File: src/rtl/hsvc_pkg.sv
// ----------------------------------------------------------------------------
// HSV to RGB converter package
// Shared types and constants for the hue reduction and the color pipeline.
// ----------------------------------------------------------------------------
`timescale 1ns / 1ps

package hsvc_pkg;

	localparam int HUE_W     = 16;
	localparam int CHAN_W    = 8;
	localparam int SECTOR_W  = 3;
	localparam int PROD_W    = 2 * CHAN_W;

	localparam logic [SECTOR_W-1:0] SECT_RED_YELLOW    = 3'd0;
	localparam logic [SECTOR_W-1:0] SECT_YELLOW_GREEN  = 3'd1;
	localparam logic [SECTOR_W-1:0] SECT_GREEN_CYAN    = 3'd2;
	localparam logic [SECTOR_W-1:0] SECT_CYAN_BLUE     = 3'd3;
	localparam logic [SECTOR_W-1:0] SECT_BLUE_MAGENTA  = 3'd4;
	localparam logic [SECTOR_W-1:0] SECT_MAGENTA_RED   = 3'd5;

	typedef struct packed {
		logic [SECTOR_W-1:0] sector;
		logic [CHAN_W-1:0]   frac;
	} hue_pos_t;

endpackage

File: src/rtl/hsvc_hsv_if.sv
// ----------------------------------------------------------------------------
// HSV word channel
// Valid/ready channel that carries one HSV color per word.
// ----------------------------------------------------------------------------
`timescale 1ns / 1ps

interface hsvc_hsv_if;
	logic                valid;
	logic                ready;
	logic signed [15:0]  hue_word;
	logic [7:0]          saturation;
	logic [7:0]          brightness;

	modport source (output valid, output hue_word, output saturation, output brightness,
		input ready);
	modport sink (input valid, input hue_word, input saturation, input brightness,
		output ready);
endinterface

File: src/rtl/hsvc_rgb_if.sv
// ----------------------------------------------------------------------------
// RGB word channel
// Valid/ready channel that carries one 8-bit RGB color per word.
// ----------------------------------------------------------------------------
`timescale 1ns / 1ps

interface hsvc_rgb_if;
	logic       valid;
	logic       ready;
	logic [7:0] red;
	logic [7:0] green;
	logic [7:0] blue;

	modport source (output valid, output red, output green, output blue, input ready);
	modport sink (input valid, input red, input green, input blue, output ready);
endinterface

File: src/rtl/hsvc_hue_reduce.sv
// ----------------------------------------------------------------------------
// Hue reduction
// Maps a signed hue onto the range 0 to 1535 by true modulo and splits it
// into a sector number and a position within the sector.
// ----------------------------------------------------------------------------
`timescale 1ns / 1ps

module hsvc_hue_reduce (
	input  logic signed [hsvc_pkg::HUE_W-1:0] hue_word,
	output hsvc_pkg::hue_pos_t                pos
);
	import hsvc_pkg::*;

	// The offset is a multiple of the hue period that makes every hue positive.
	localparam logic [HUE_W:0] HUE_OFFSET = 17'd33792;

	logic [HUE_W:0]  shifted;
	logic [7:0]      high_part;
	logic [15:0]     third_prod;
	logic [6:0]      third;
	logic [7:0]      third_x3;
	logic [1:0]      rem3;
	logic [10:0]     reduced;

	// The period is three times 512, so only the bits above bit 8 need a modulo by three.
	always_comb begin
		shifted    = {hue_word[HUE_W-1], hue_word} + HUE_OFFSET;
		high_part  = shifted[HUE_W:9];
		third_prod = 16'(high_part) * 16'd171;
		third      = third_prod[15:9];
		third_x3   = {third, 1'b0} + {1'b0, third};
		rem3       = 2'(high_part - third_x3);
		reduced    = {rem3, shifted[8:0]};
		pos.sector = reduced[10:8];
		pos.frac   = reduced[7:0];
	end
endmodule

File: src/rtl/hsv_to_rgb_converter_unit.sv
// ----------------------------------------------------------------------------
// HSV to RGB converter unit
// An accepted HSV word is registered in stages s1 to s5; s5 drives the RGB word.
// Throughput: one word per cycle unless the output stalls; each stage holds one
// word and moves it on once the next stage is free; bubbles close up in stalls.
// The longest path is the 16 by 9 bit product in the second stage.
// Reset clears the valid bits of all stages; the data registers are not reset.
// ----------------------------------------------------------------------------
`timescale 1ns / 1ps

module hsv_to_rgb_converter_unit (
	input  logic   clk,
	input  logic   arst_n,
	hsvc_hsv_if.sink   pixel_hsv,
	hsvc_rgb_if.source pixel_rgb
);
	import hsvc_pkg::*;

	function automatic logic [CHAN_W-1:0] div255_est(input logic [PROD_W-1:0] x);
		logic [24:0] sum;
		sum = {1'b0, x, 8'b0} + 25'(x);
		return sum[23:16];
	endfunction

	// Returns the corrected quotient and, in the top bit, whether a remainder is left.
	function automatic logic [CHAN_W:0] div255_fix(input logic [PROD_W-1:0] x,
		input logic [CHAN_W-1:0] q);
		logic [PROD_W-1:0] r;
		logic [CHAN_W-1:0] qc;
		logic              nz;
		r = x - ({q, 8'b0} - PROD_W'(q));
		if (r >= 16'd255) begin
			qc = CHAN_W'(q + 8'd1);
			nz = (r != 16'd255);
		end else begin
			qc = q;
			nz = (r != 16'd0);
		end
		return {nz, qc};
	endfunction

	hue_pos_t pos;

	logic v1_q, v2_q, v3_q, v4_q, v5_q;
	logic en1, en2, en3, en4, en5;

	logic [SECTOR_W-1:0] sector_s1, sector_s2, sector_s3, sector_s4;
	logic [CHAN_W-1:0]   frac_s1;
	logic [CHAN_W-1:0]   val_s1, val_s2, val_s3, val_s4;
	logic [PROD_W-1:0]   prod_s1, prod_s2, prod_s3;
	logic [PROD_W-1:0]   rise_num_s2, fall_num_s2, rise_num_s3, fall_num_s3;
	logic [CHAN_W-1:0]   full_est_s3, rise_est_s3, fall_est_s3;
	logic [CHAN_W-1:0]   full_s4, rise_s4, fall_s4, ceil_s4;
	logic [CHAN_W-1:0]   red_s5, green_s5, blue_s5;

	logic [23:0]       rise_mul;
	logic [23:0]       fall_mul;
	logic [CHAN_W:0]   full_fix, rise_fix, fall_fix;
	logic [CHAN_W-1:0] base, r_term, g_term, b_term;

	hsvc_hue_reduce u_hue_reduce (
		.hue_word (pixel_hsv.hue_word),
		.pos      (pos)
	);

	assign en5 = !v5_q || pixel_rgb.ready;
	assign en4 = !v4_q || en5;
	assign en3 = !v3_q || en4;
	assign en2 = !v2_q || en3;
	assign en1 = !v1_q || en2;

	assign pixel_hsv.ready = en1;
	assign pixel_rgb.valid = v5_q;
	assign pixel_rgb.red   = red_s5;
	assign pixel_rgb.green = green_s5;
	assign pixel_rgb.blue  = blue_s5;

	always_ff @(posedge clk or negedge arst_n) begin
		if (!arst_n) begin
			v1_q <= 1'b0;
			v2_q <= 1'b0;
			v3_q <= 1'b0;
			v4_q <= 1'b0;
			v5_q <= 1'b0;
		end else begin
			if (en1) v1_q <= pixel_hsv.valid;
			if (en2) v2_q <= v1_q;
			if (en3) v3_q <= v2_q;
			if (en4) v4_q <= v3_q;
			if (en5) v5_q <= v4_q;
		end
	end

	always_ff @(posedge clk) begin
		if (en1) begin
			sector_s1 <= pos.sector;
			frac_s1   <= pos.frac;
			val_s1    <= pixel_hsv.brightness;
			prod_s1   <= PROD_W'(pixel_hsv.brightness) * PROD_W'(pixel_hsv.saturation);
		end
	end

	always_comb begin
		rise_mul = 24'(prod_s1) * 24'(frac_s1);
		fall_mul = 24'(prod_s1) * 24'(9'd256 - {1'b0, frac_s1});
	end

	always_ff @(posedge clk) begin
		if (en2) begin
			sector_s2   <= sector_s1;
			val_s2      <= val_s1;
			prod_s2     <= prod_s1;
			rise_num_s2 <= rise_mul[23:8];
			fall_num_s2 <= fall_mul[23:8];
		end
	end

	always_ff @(posedge clk) begin
		if (en3) begin
			sector_s3   <= sector_s2;
			val_s3      <= val_s2;
			prod_s3     <= prod_s2;
			rise_num_s3 <= rise_num_s2;
			fall_num_s3 <= fall_num_s2;
			full_est_s3 <= div255_est(prod_s2);
			rise_est_s3 <= div255_est(rise_num_s2);
			fall_est_s3 <= div255_est(fall_num_s2);
		end
	end

	always_comb begin
		full_fix = div255_fix(prod_s3, full_est_s3);
		rise_fix = div255_fix(rise_num_s3, rise_est_s3);
		fall_fix = div255_fix(fall_num_s3, fall_est_s3);
	end

	always_ff @(posedge clk) begin
		if (en4) begin
			sector_s4 <= sector_s3;
			val_s4    <= val_s3;
			full_s4   <= full_fix[CHAN_W-1:0];
			rise_s4   <= rise_fix[CHAN_W-1:0];
			fall_s4   <= fall_fix[CHAN_W-1:0];
			ceil_s4   <= CHAN_W'(full_fix[CHAN_W-1:0] + {7'd0, full_fix[CHAN_W]});
		end
	end

	always_comb begin
		base = val_s4 - ceil_s4;
		case (sector_s4)
			SECT_RED_YELLOW: begin
				r_term = full_s4;
				g_term = rise_s4;
				b_term = '0;
			end
			SECT_YELLOW_GREEN: begin
				r_term = fall_s4;
				g_term = full_s4;
				b_term = '0;
			end
			SECT_GREEN_CYAN: begin
				r_term = '0;
				g_term = full_s4;
				b_term = rise_s4;
			end
			SECT_CYAN_BLUE: begin
				r_term = '0;
				g_term = fall_s4;
				b_term = full_s4;
			end
			SECT_BLUE_MAGENTA: begin
				r_term = rise_s4;
				g_term = '0;
				b_term = full_s4;
			end
			default: begin
				r_term = full_s4;
				g_term = '0;
				b_term = fall_s4;
			end
		endcase
	end

	always_ff @(posedge clk) begin
		if (en5) begin
			red_s5   <= r_term + base;
			green_s5 <= g_term + base;
			blue_s5  <= b_term + base;
		end
	end

`ifndef NO_ASSERTIONS
	a_ready_follows_sink: assert property (@(posedge clk) disable iff (!arst_n)
		pixel_rgb.ready |-> pixel_hsv.ready)
		else $error("Input is stalled although the output side is ready.");

	a_sector_range: assert property (@(posedge clk) disable iff (!arst_n)
		v1_q |-> (sector_s1 <= SECT_MAGENTA_RED))
		else $error("Reduced hue falls outside the six sectors.");

	a_stall_keeps_word: assert property (@(posedge clk) disable iff (!arst_n)
		(v4_q && v5_q && !pixel_rgb.ready) |=> v4_q)
		else $error("A stalled word was dropped from the fourth stage.");

	a_advance: assert property (@(posedge clk) disable iff (!arst_n)
		(v4_q && en5) |=> v5_q)
		else $error("A word failed to reach the output register.");
`endif
endmodule
File: src/flat_wrapper.sv
// flat-port wrapper written by rule: the top's interface ports become plain ports
module hsv_to_rgb_converter_unit_flat import hsvc_pkg::*;
  (clk, arst_n, pixel_hsv_valid, pixel_hsv_hue_word, pixel_hsv_saturation, pixel_hsv_brightness, pixel_hsv_ready, pixel_rgb_valid, pixel_rgb_red, pixel_rgb_green, pixel_rgb_blue, pixel_rgb_ready);
  hsvc_hsv_if pixel_hsv_i ();
  hsvc_rgb_if pixel_rgb_i ();
  input  logic clk;
  input  logic arst_n;
  input wire logic [$bits(pixel_hsv_i.valid)-1:0] pixel_hsv_valid;
  input wire logic [$bits(pixel_hsv_i.hue_word)-1:0] pixel_hsv_hue_word;
  input wire logic [$bits(pixel_hsv_i.saturation)-1:0] pixel_hsv_saturation;
  input wire logic [$bits(pixel_hsv_i.brightness)-1:0] pixel_hsv_brightness;
  output wire logic [$bits(pixel_hsv_i.ready)-1:0] pixel_hsv_ready;
  output wire logic [$bits(pixel_rgb_i.valid)-1:0] pixel_rgb_valid;
  output wire logic [$bits(pixel_rgb_i.red)-1:0] pixel_rgb_red;
  output wire logic [$bits(pixel_rgb_i.green)-1:0] pixel_rgb_green;
  output wire logic [$bits(pixel_rgb_i.blue)-1:0] pixel_rgb_blue;
  input wire logic [$bits(pixel_rgb_i.ready)-1:0] pixel_rgb_ready;
  assign pixel_hsv_i.valid = pixel_hsv_valid;
  assign pixel_hsv_i.hue_word = pixel_hsv_hue_word;
  assign pixel_hsv_i.saturation = pixel_hsv_saturation;
  assign pixel_hsv_i.brightness = pixel_hsv_brightness;
  assign pixel_hsv_ready = pixel_hsv_i.ready;
  assign pixel_rgb_valid = pixel_rgb_i.valid;
  assign pixel_rgb_red = pixel_rgb_i.red;
  assign pixel_rgb_green = pixel_rgb_i.green;
  assign pixel_rgb_blue = pixel_rgb_i.blue;
  assign pixel_rgb_i.ready = pixel_rgb_ready;
  hsv_to_rgb_converter_unit u_core (.clk(clk), .arst_n(arst_n), .pixel_hsv(pixel_hsv_i), .pixel_rgb(pixel_rgb_i));
endmodule
File: config.mk
export PLATFORM = sky130hd
export DESIGN_NAME = hsv_to_rgb_converter_unit_flat
export DESIGN_NICKNAME = d
export VERILOG_FILES = /design/src/rtl/hsvc_pkg.sv /design/src/rtl/hsvc_hsv_if.sv /design/src/rtl/hsvc_rgb_if.sv /design/src/rtl/hsvc_hue_reduce.sv /design/src/rtl/hsv_to_rgb_converter_unit.sv /design/src/flat_wrapper.sv
export SDC_FILE = /design/constraint.sdc
export NUM_CORES = 1
export LEC_CHECK = 0
export BUFFER_PORTS_ARGS = -buffer_cell sky130_fd_sc_hd__buf_2
export CAP_MARGIN = 30
export CORE_MARGIN = 5
export CORE_UTILIZATION = 59
export CTS_CLUSTER_DIAMETER = 120
export DETAILED_ROUTE_END_ITERATION = 10
export PLACE_DENSITY = 0.79
export SYNTH_ARGS = -nofsm -noshare
export SYNTH_HDL_FRONTEND = slang
export SYNTH_SLANG_ARGS = --single-unit
export TNS_END_PERCENT = 50
File: constraint.sdc
create_clock -name clk -period 6.3 [get_ports clk]
set_input_delay 0.315 -clock clk [delete_from_list [all_inputs] [get_ports clk]]
set_output_delay 0.315 -clock clk [all_outputs]
set_load 0.05 [all_outputs]
# Yosys cells after proc, flatten, opt, wreduce, memory -nomap -nowiden
# Cells that the tools add are included.
# W data, S select, Z words.
# word_totals
register_bits,249
output_inout_bits,26
elab_cells,87
inputBits,36
# classes
mux,7
add_sub_neg,21
n_mul,4
n_lt_le_gt_ge,3
n_reduce_logical,16
n_eq_ne,5
# op_table
op,n
$add A24 B16 Y24,3
$pmux W8 S3,3
$ge A16 B8 Y1 const B,3
$sub A16 B16 Y16,3
$sub A16 B8 Y16,3
$add A8 B1 Y8 const B,3
$add A8 B8 Y8,3
$mul A16 B24 Y24,1
$mul A16 B8 Y24,1
$mux W8,3
$add A17 B16 Y17 const B,1
$mul A8 B8 Y16,1
$ne A16 B8 Y1 const B,1
$reduce_bool A16 Y1,1
$mul A8 B8 Y11 const B,1
$sub A9 B8 Y10 const A,1
$add A8 B1 Y8,1
$reduce_or A2 Y1,4
$sub A8 B8 Y8,1
$eq A3 B2 Y1 const B,2
$logic_not A1 Y1,5
$logic_or A1 B1 Y1,5
$eq A3 B1 Y1 const B,1
$eq A3 B3 Y1 const B,1
4 further kinds,4

# Logic depth before layout (Yosys ltp)
# Gate-level depths: netlist (run 1).
# depth
depth_word,6
depth_mapped,30
ltp_nobuf,29

# Cells and area by module
# Synthesis (run 1) repeated with hierarchy kept, for this count alone.
# unflattened
hier_cells,2399
hier_area_um2,24846.3
# modules_own_cells
mod,seq_area_each_um2,cells_per_inst,area_per_inst_um2,instances
hsv_to_rgb_converter_unit,7452.1,2278,23822.8,1
hsvc_hue_reduce,0.0,121,1023.5,1

# Worst setup path before layout (run 1)
# OpenSTA, ideal clock, no wires.
# synth_path
path_kind,flip-flop to flip-flop
from,reg u_core.frac_s1[1]
to,reg u_core.fall_num_s2[15] (data pin)
path_buffers,0
required_time_ns,6.040
synth_period_minus_slack_ns,6.993
setup_time_ns,0.260
arrival_ns,6.733
path_slack_ns,-0.693
path_stages_with_launch,29
cell_sequence,edfxtp_1 inv_1 ha_1 nand2_1 or3_1 xor2_1 and2_1 fa_1 inv_1 fa_1 inv_1 ha_1 ha_1 fa_1 inv_1 fa_1 inv_1 ha_1 and3_1 a221o_1 a41oi_2 a211oi_1 a311o_1 a31oi_1 o21ai_1 nor2_1 a21oi_1 a21oi_1 xnor2_1
# synth_between
elab_chain_len,2
# synth_rtl
item,line_no,rtl
from (decl),hsv_to_rgb_converter_unit.sv:48,logic [CHAN_W-1:0] frac_s1;
from (signal assigned),hsv_to_rgb_converter_unit.sv:97,frac_s1 <= pos.frac;
$sub A9 B8 Y10,hsv_to_rgb_converter_unit.sv:105,"fall_mul = 24'(prod_s1) * 24'(9'd256 - {1'b0, frac_s1});"
$mul A16 B24 Y24,hsv_to_rgb_converter_unit.sv:105,
via u_core.fall_mul[23],hsv_to_rgb_converter_unit.sv:57,logic [23:0] fall_mul;
to (signal assigned),hsv_to_rgb_converter_unit.sv:114,fall_num_s2 <= fall_mul[23:8];
to (decl),hsv_to_rgb_converter_unit.sv:51,"logic [PROD_W-1:0] rise_num_s2, fall_num_s2, rise_num_s3, fall_num_s3;"
# The timed path passes the listed nets, and every way through them passes these cells.
# A chain may end at the register's enable or synchronous reset.

# Worst setup path in the final report (run 1)
# Ends and elaborated chain as after synthesis.

==> qor.yml, run 1 <==
status:
  status: "finished, violations left"
  violations: "negative setup slack"
yosys:
  synth-xor-area-share_pct: 5.91
  synth_compound_area_share_pct: 7.98
  synth_top_family_by_area: "adder cells"
  syn-num-nets: 3011
  synth_edf_count: 244
  synth-simple-area-share_pct: 13.2
  syn_avg_cell_area_um2: 10.3
  synth_flop_cell: "edfxtp_1"
  synthArstFlopShare_pct: 2.01
  synth_area_um2: 24800
  muxShareOfSynthArea_pct: 0.589
  ys_ff_latch: 249
  synth-warning-count: 0
  postSynthCellCount: 2415
  synth_cell_types: 69
  yosysSeqAreaShare_pct: 30.0
  synthAdderAreaFrac_pct: 35.1
place:
  dpl.hpwl_um: 42100
  io_buffers: 61
  routabilityCongestion: 0.907
final_layout:
  layout-drive-gt1-share_pct: 9.53
  fillers: 3175
  num_antenna_cells: 0
  nets: 3127
  synthToLayoutAreaGrowth_pct: 10.2
  layout.cells.most_common_list: "inv_1, ha_1, edfxtp_1"
  utilization_pct: 65.4
  layout_commonest_cell: "inv_1"
floorplanning:
  coreArea_um2: 41900
  start_util_pct: 59.4
  ios: 62
  rows: 75
  die_w_um: 215
  die_area_um2: 46300
  die_h_um: 215
critical_path:
  path_delay_family: "adder cells"
  start_kind: "flip-flop"
  crit_type: "reg -> reg"
  critical_path.slowest_cell: "fa_1"
  worstPathRequired_ns: 6.61
  crit_top_cell: "fa_1"
  cp-end-kind: "flip-flop"
  crit_arrival_ns: 6.88
  crit_path_max_fanout: 7
  timing.critical_path.buf_inv: 5
  slowest_delay_ns: 0.56
sta:
  skew_ns: 0.0184
  layout_min_cycle_time_ns: 6.57
  period_share_pct: 104
  tightestPinTransition_ns: 0.924
  setup_violations: 7
  finalHoldViolations: 0
  max_clock_freq_mhz: 152
  final-max-slew-violation-count: 0
  relSlewSlack_pct: 38.4
  setup_slack_ns: -0.267
  rsz0062_at_grt: "true"
grt:
  grt_pass1_wl_um: 89200
  grt_use_total_pct: 23.2
  antenna_found_initial: 0
  grt_pass1_vias: 18100
  grt_max_degree: 85
  grt-ovfl-total: 0
drt:
  vias_per_cell: 5.60
  wl_per_cell_um: 17.3
  routed_wl_um: 53300
  num_vias: 17300
  drtIter0Drc: 1087
  drt_pass1_iterations: 5
  drc: 0
  antenna_left: 0
cts:
  clock-sinks: 249
  cts_buffer_depth: 3
  clock_latency_ns: 0.56
  cts.clk_slew.worst_paths_ns: 0.06
  cts_tree: "built"
  cts_buffers: 27
  cts_max_level: 1
  root_buffer: "clkbuf_16"
hold_path:
  hold_path_class: "in -> reg"
job:
  maxCapViolCount: 0
==> final timing paths <==
check | start | endpoint | slack (ns) | cells after the start
worst max register to register | u_core.frac_s1[1]$_DFFE_PP_ | u_core.fall_num_s2[15]$_DFFE_PP_ | -0.27 | 27
worst max-delay path | u_core.frac_s1[1]$_DFFE_PP_ | u_core.fall_num_s2[15]$_DFFE_PP_ | -0.27 | 27
min in group asynchronous | arst_n | u_core.v2_q$_DFFE_PN0P_ | 0.10 | 2
worst min register to register | u_core.val_s2[3]$_DFFE_PP_ | u_core.val_s3[3]$_DFFE_PP_ | 0.42 | 0
worst min-delay path | pixel_hsv_brightness[2] | u_core.val_s1[2]$_DFFE_PP_ | 0.09 | 1
max in group asynchronous | arst_n | u_core.v4_q$_DFFE_PN0P_ | 6.07 | 2
==> sequential cells by signal, summed over array words and instances, names as in the netlist, 16 cells and up <==
register            flops
u_core.fall_num_s3     16
u_core.prod_s2         16
u_core.prod_s1         16
u_core.rise_num_s3     16
u_core.rise_num_s2     16
u_core.fall_num_s2     16
u_core.prod_s3         16
==> kinds of logic (layout without fill, tap and decap cells) <==
| kind of cell | count (synthesis) | in the layout |
|---|---|---|
| and+or+nand+nor | 649 | 649 |
| adders and majority gates | 560 | 560 |
| buffers and inverters | 477 | 613 |
| AOI/OAI and AO/OA | 300 | 300 |
| DFF | 249 | 249 |
| xor gates and xnor gates | 166 | 166 |
| muxes | 14 | 14 |
==> repair_timing <==
action / 4_1_cts / 5_1_grt
pin swaps: 2 / 5
gates cloned: 0 / 0
hold buffers: 11 / 0
endpoints found under the setup margin: 8 / 11
setup buffers: 6 / 3
endpoints found under the hold margin: 15 / 0
resized for setup: 4 / 13
==> per-stage QoR <==
step	cell area (µm²)	instances	TNS [ns]	hold WS [ns]	worst slack, ns
3_5_place_dp	26200	3019	-1.74	0.136	-0.371
4_1_cts	27200	3085	-1.21	0.0506	-0.292
3_3_place_gp	26200	3019	-0.930	0.132	-0.235
5_1_grt	27400	3090	-3.38	0.0918	-0.607
2_1_floorplan	25000	2415	-0.465	0.0194	-0.189
6_report	27400	3090	-1.13	0.0918	-0.267
==> area by class of cell <==
type                            instances  area [µm²]  share of cell area (%)
Multi-Input combinational cell       1689       15800                    57.9
Tap cell                              539         674                    2.46
Sequential cell                       249        7450                    27.2
Timing Repair Buffer                  148        1020                    3.72
Inverter                              416        1560                    5.70
Clock buffer                           32         694                    2.54
Clock inverter                         17         133                   0.485
==> cell usage after synthesis (8+ instances only) <==
library cell  instances  share of area, %
inv_1               416               6.3
ha_1                333                17
edfxtp_1            244                29
fa_1                227                18
nand2_1             221               3.3
and2_1              174               4.4
xnor2_1             125               4.4
a21oi_1              87               1.8
nor2_1               85               1.3
clkbuf_1             54              0.82
o21ai_0              51               1.0
a21o_1               43               1.3
xor2_1               39               1.4
nor2b_1              38              0.96
nand3_1              31              0.62
nor3_1               25              0.50
o21a_1               19              0.57
nand2b_1             18              0.45
nand4_1              15              0.38
a211oi_1             13              0.39
o21bai_1             13              0.39
a22o_1               11              0.39
and3_1                9              0.23
mux2i_1               9              0.36
a2111oi_0             8              0.28
==> metal layers <==
layer | routed length [µm] | part of all wire, % | GRT usage, % | vias up
met1 | 22300 | 42 | 30.0 | 8452
met3 | 2650 | 5.0 | 3.32 | 149
met4 | 2070 | 3.9 | 8.21 | 0
met2 | 26300 | 49 | 40.0 | 497
li1 | - | - | - | 8217
met5 | 0 | 0 | 0 | -
Power of run 1 is not shown: default switching activity piles up to over one toggle a cycle in this logic, so the estimate is an artifact.
==> inputs of run 2 (changes only) <==
Settings changed: SYNTH_HIERARCHICAL set to 1.
==> run 2 against run 1 <==
  * The flow now finishes without violations
  * Critical path type unchanged
  * Register-to-register slack gained 0.29 ns
  * Non-clock buffer count shrank 22
  * Design area shrank 0.48%
  * Largest cell class unchanged
  * Critical path depth shrank 2
  * Synthesized area is essentially flat
  * Die area is essentially flat
  * Maximum frequency grew 4.6%
==> qor.yml, run 2 <==
hold_path:
  hp-start: "pixel_hsv_brightness[5]"
  hold_path_class: "in -> reg"
  min_to: "u_core/val_s1[5]$_DFFE_PP_"
  holdPathStages: 1
cts:
  cts_max_level: 1
  clock_latency_ns: 0.57
  cts_buffers: 29
  cts.clk_slew.worst_paths_ns: 0.06
  clock-sinks: 249
  cts_tree: "built"
  cts_buffer_depth: 3
  root_buffer: "clkbuf_16"
grt:
  grt_max_degree: 62
  grtUsageMet1_pct: 28.6
  grt_use_total_pct: 22.5
  grtUsageMet3_pct: 2.50
  gr-usage-met2_pct: 40.6
  grt-ovfl-total: 0
  antenna_found_initial: 0
  grt_pass1_vias: 18000
  busiest_layer: "met2"
  grt_pass1_wl_um: 86900
floorplanning:
  rows: 75
  coreArea_um2: 41800
  die_area_um2: 46300
  die_w_um: 215
  ios: 62
  start_util_pct: 59.5
  die_h_um: 215
place:
  dpl.hpwl_um: 41400
  routabilityCongestion: 0.905
  io_buffers: 61
critical_path:
  timing.rr.start: "u_core/frac_s1[0]$_DFFE_PP_"
  start_kind: "flip-flop"
  worstPathRequired_ns: 6.61
  crit_type: "reg -> reg"
  timing.rr.end: "u_core/fall_num_s2[14]$_DFFE_PP_"
  cp-end-kind: "flip-flop"
  r2r_slack_ns: 0.02
  crit_path_max_fanout: 5
  reg2reg_depth: 25
  crit_arrival_ns: 6.59
drt:
  wl_per_cell_um: 17.3
  drtIter0Drc: 1058
  routed_wl_um: 52600
  num_vias: 17300
  vias_per_cell: 5.69
  drt_pass1_iterations: 5
  antenna_left: 0
  drc: 0
yosys:
  post-synth-top-count-cell: "inv_1"
  synth_top_area_share_pct: 29.5
  netlist.top_cell.by_area: "edfxtp_1"
  ys_ff_latch: 249
  synth-warning-count: 6
  synthArstFlopShare_pct: 2.01
  syn_avg_cell_area_um2: 10.4
  synth_edf_count: 244
  synth_area_um2: 24800
  yosys-top-cells-count: "inv_1, ha_1, edfxtp_1"
  synth_flop_cell: "edfxtp_1"
  synth_area_leaders: "edfxtp_1, fa_1, ha_1"
  syn-num-nets: 2970
  synth_cell_types: 81
  postSynthCellCount: 2399
  yosysSeqAreaShare_pct: 30.0
sta:
  setup-tns-final_ns: 0
  setup_violations: 0
  layout_min_cycle_time_ns: 6.28
  final-max-slew-violation-count: 0
  relSlewSlack_pct: 41.1
  finalHoldViolations: 0
  skew_ns: 0.0210
  rsz0062_at_grt: "true"
  max_clock_freq_mhz: 159
  period_share_pct: 99.7
  tightestPinTransition_ns: 0.882
final_layout:
  utilization_pct: 65.2
  synthToLayoutAreaGrowth_pct: 9.64
  layout.cells.most_common_list: "inv_1, ha_1, edfxtp_1"
  layout-drive-gt1-share_pct: 8.75
  num_antenna_cells: 0
  layout_commonest_cell: "inv_1"
  nets: 3054
job:
  maxCapViolCount: 0
status:
  status: "finished clean"
-- run 2: cell types whose count changed after synthesis, moves of 10 or more --
cell      delta
inv_1       -28
nor4_1      +11
nor3_1      +10
nand2_1     -18
ha_1        -25
a21oi_1     -16
and2_1      +12
a211oi_1    +14
-- run 2: cells by family after synthesis --
| family | after synthesis | synth area share (%) |
|---|---|---|
| buffers and inverters | 461 | 7.12 |
| DFF | 249 | 30.0 |
| and+or+nand+nor | 668 | 13.9 |
| xor gates and xnor gates | 173 | 6.21 |
| adders and majority gates | 535 | 33.8 |
| muxes | 20 | 0.816 |
| AOI/OAI and AO/OA | 293 | 8.13 |
-- run 2: timing repair --
action	CTS	global route
gates resized for setup	11	13
hold buffers	11	0
pin swaps	15	15
hold endpoints to repair	15	0
setup buffers	7	0
endpoints found under the setup margin	4	6
-- run 2: cell type report --
type / instances / area, µm²
multi-input cells: 1689 / 15800
fillers: 3150 / 14500
flip-flops and latches: 249 / 7450
inverters: 388 / 1460
repair buffers: 126 / 853
clock buffers: 30 / 729
well taps: 539 / 674
clock inverters: 22 / 262
-- run 2: metal layers --
layer	vias up	wire length, µm	share of wire [%]
met5	-	0	0
met4	0	1730	3.3
met3	125	2560	4.9
met2	551	26600	51
met1	8449	21700	41
li1	8183	-	-
-- run 2: per-stage QoR --
| step | hold slack [ns] | setup WS [ns] | cell area, µm² | cells |
|---|---|---|---|---|
| finish | 0.0732 | 0.0208 | 27200 | 3043 |
| global route | 0.0692 | -0.212 | 27200 | 3043 |
| CTS | 0.0491 | 0.0138 | 27100 | 3041 |
| detailed placement | 0.138 | -0.0918 | 25900 | 2971 |
| global placement | 0.132 | 0.0580 | 25900 | 2970 |
| floorplan | 0.0194 | 0.0507 | 24900 | 2399 |
-- run 2: how the worst max path moves through the flow --
stage / slack [ns] / end / start
CTS: 0.01 / u_core/fall_num_s2[14]$_DFFE_PP_ / u_core/frac_s1[0]$_DFFE_PP_
floorplan: 0.05 / u_core/fall_num_s2[14]$_DFFE_PP_ / u_core/frac_s1[0]$_DFFE_PP_
finish: 0.02 / u_core/fall_num_s2[14]$_DFFE_PP_ / u_core/frac_s1[0]$_DFFE_PP_
global placement: 0.06 / u_core/fall_num_s2[14]$_DFFE_PP_ / u_core/frac_s1[0]$_DFFE_PP_
detailed placement: -0.09 / u_core/fall_num_s2[14]$_DFFE_PP_ / u_core/frac_s1[0]$_DFFE_PP_
global route: -0.21 / u_core/fall_num_s2[15]$_DFFE_PP_ / u_core/frac_s1[0]$_DFFE_PP_
-- run 2: critical path: stages, from the launching register on --
cell and delay [ns]:
edfxtp_1 0.41, inv_2 0.10, ha_4 0.15, nand2_4 0.05, or3_4 0.36, xor2_4 0.18
buf_6 0.14, buf_4 0.13, and2_1 0.16, fa_1 0.48, fa_1 0.46, fa_1 0.48
fa_1 0.49, inv_1 0.05, fa_1 0.49, inv_1 0.05, ha_1 0.36, a21o_1 0.20
a21oi_1 0.17, o21ai_2 0.10, a21oi_2 0.18, o21ai_2 0.08, a41o_1 0.25, o21a_1 0.23
nor2_2 0.18, xnor2_2 0.08
Power of run 2 is left out for the same reason.
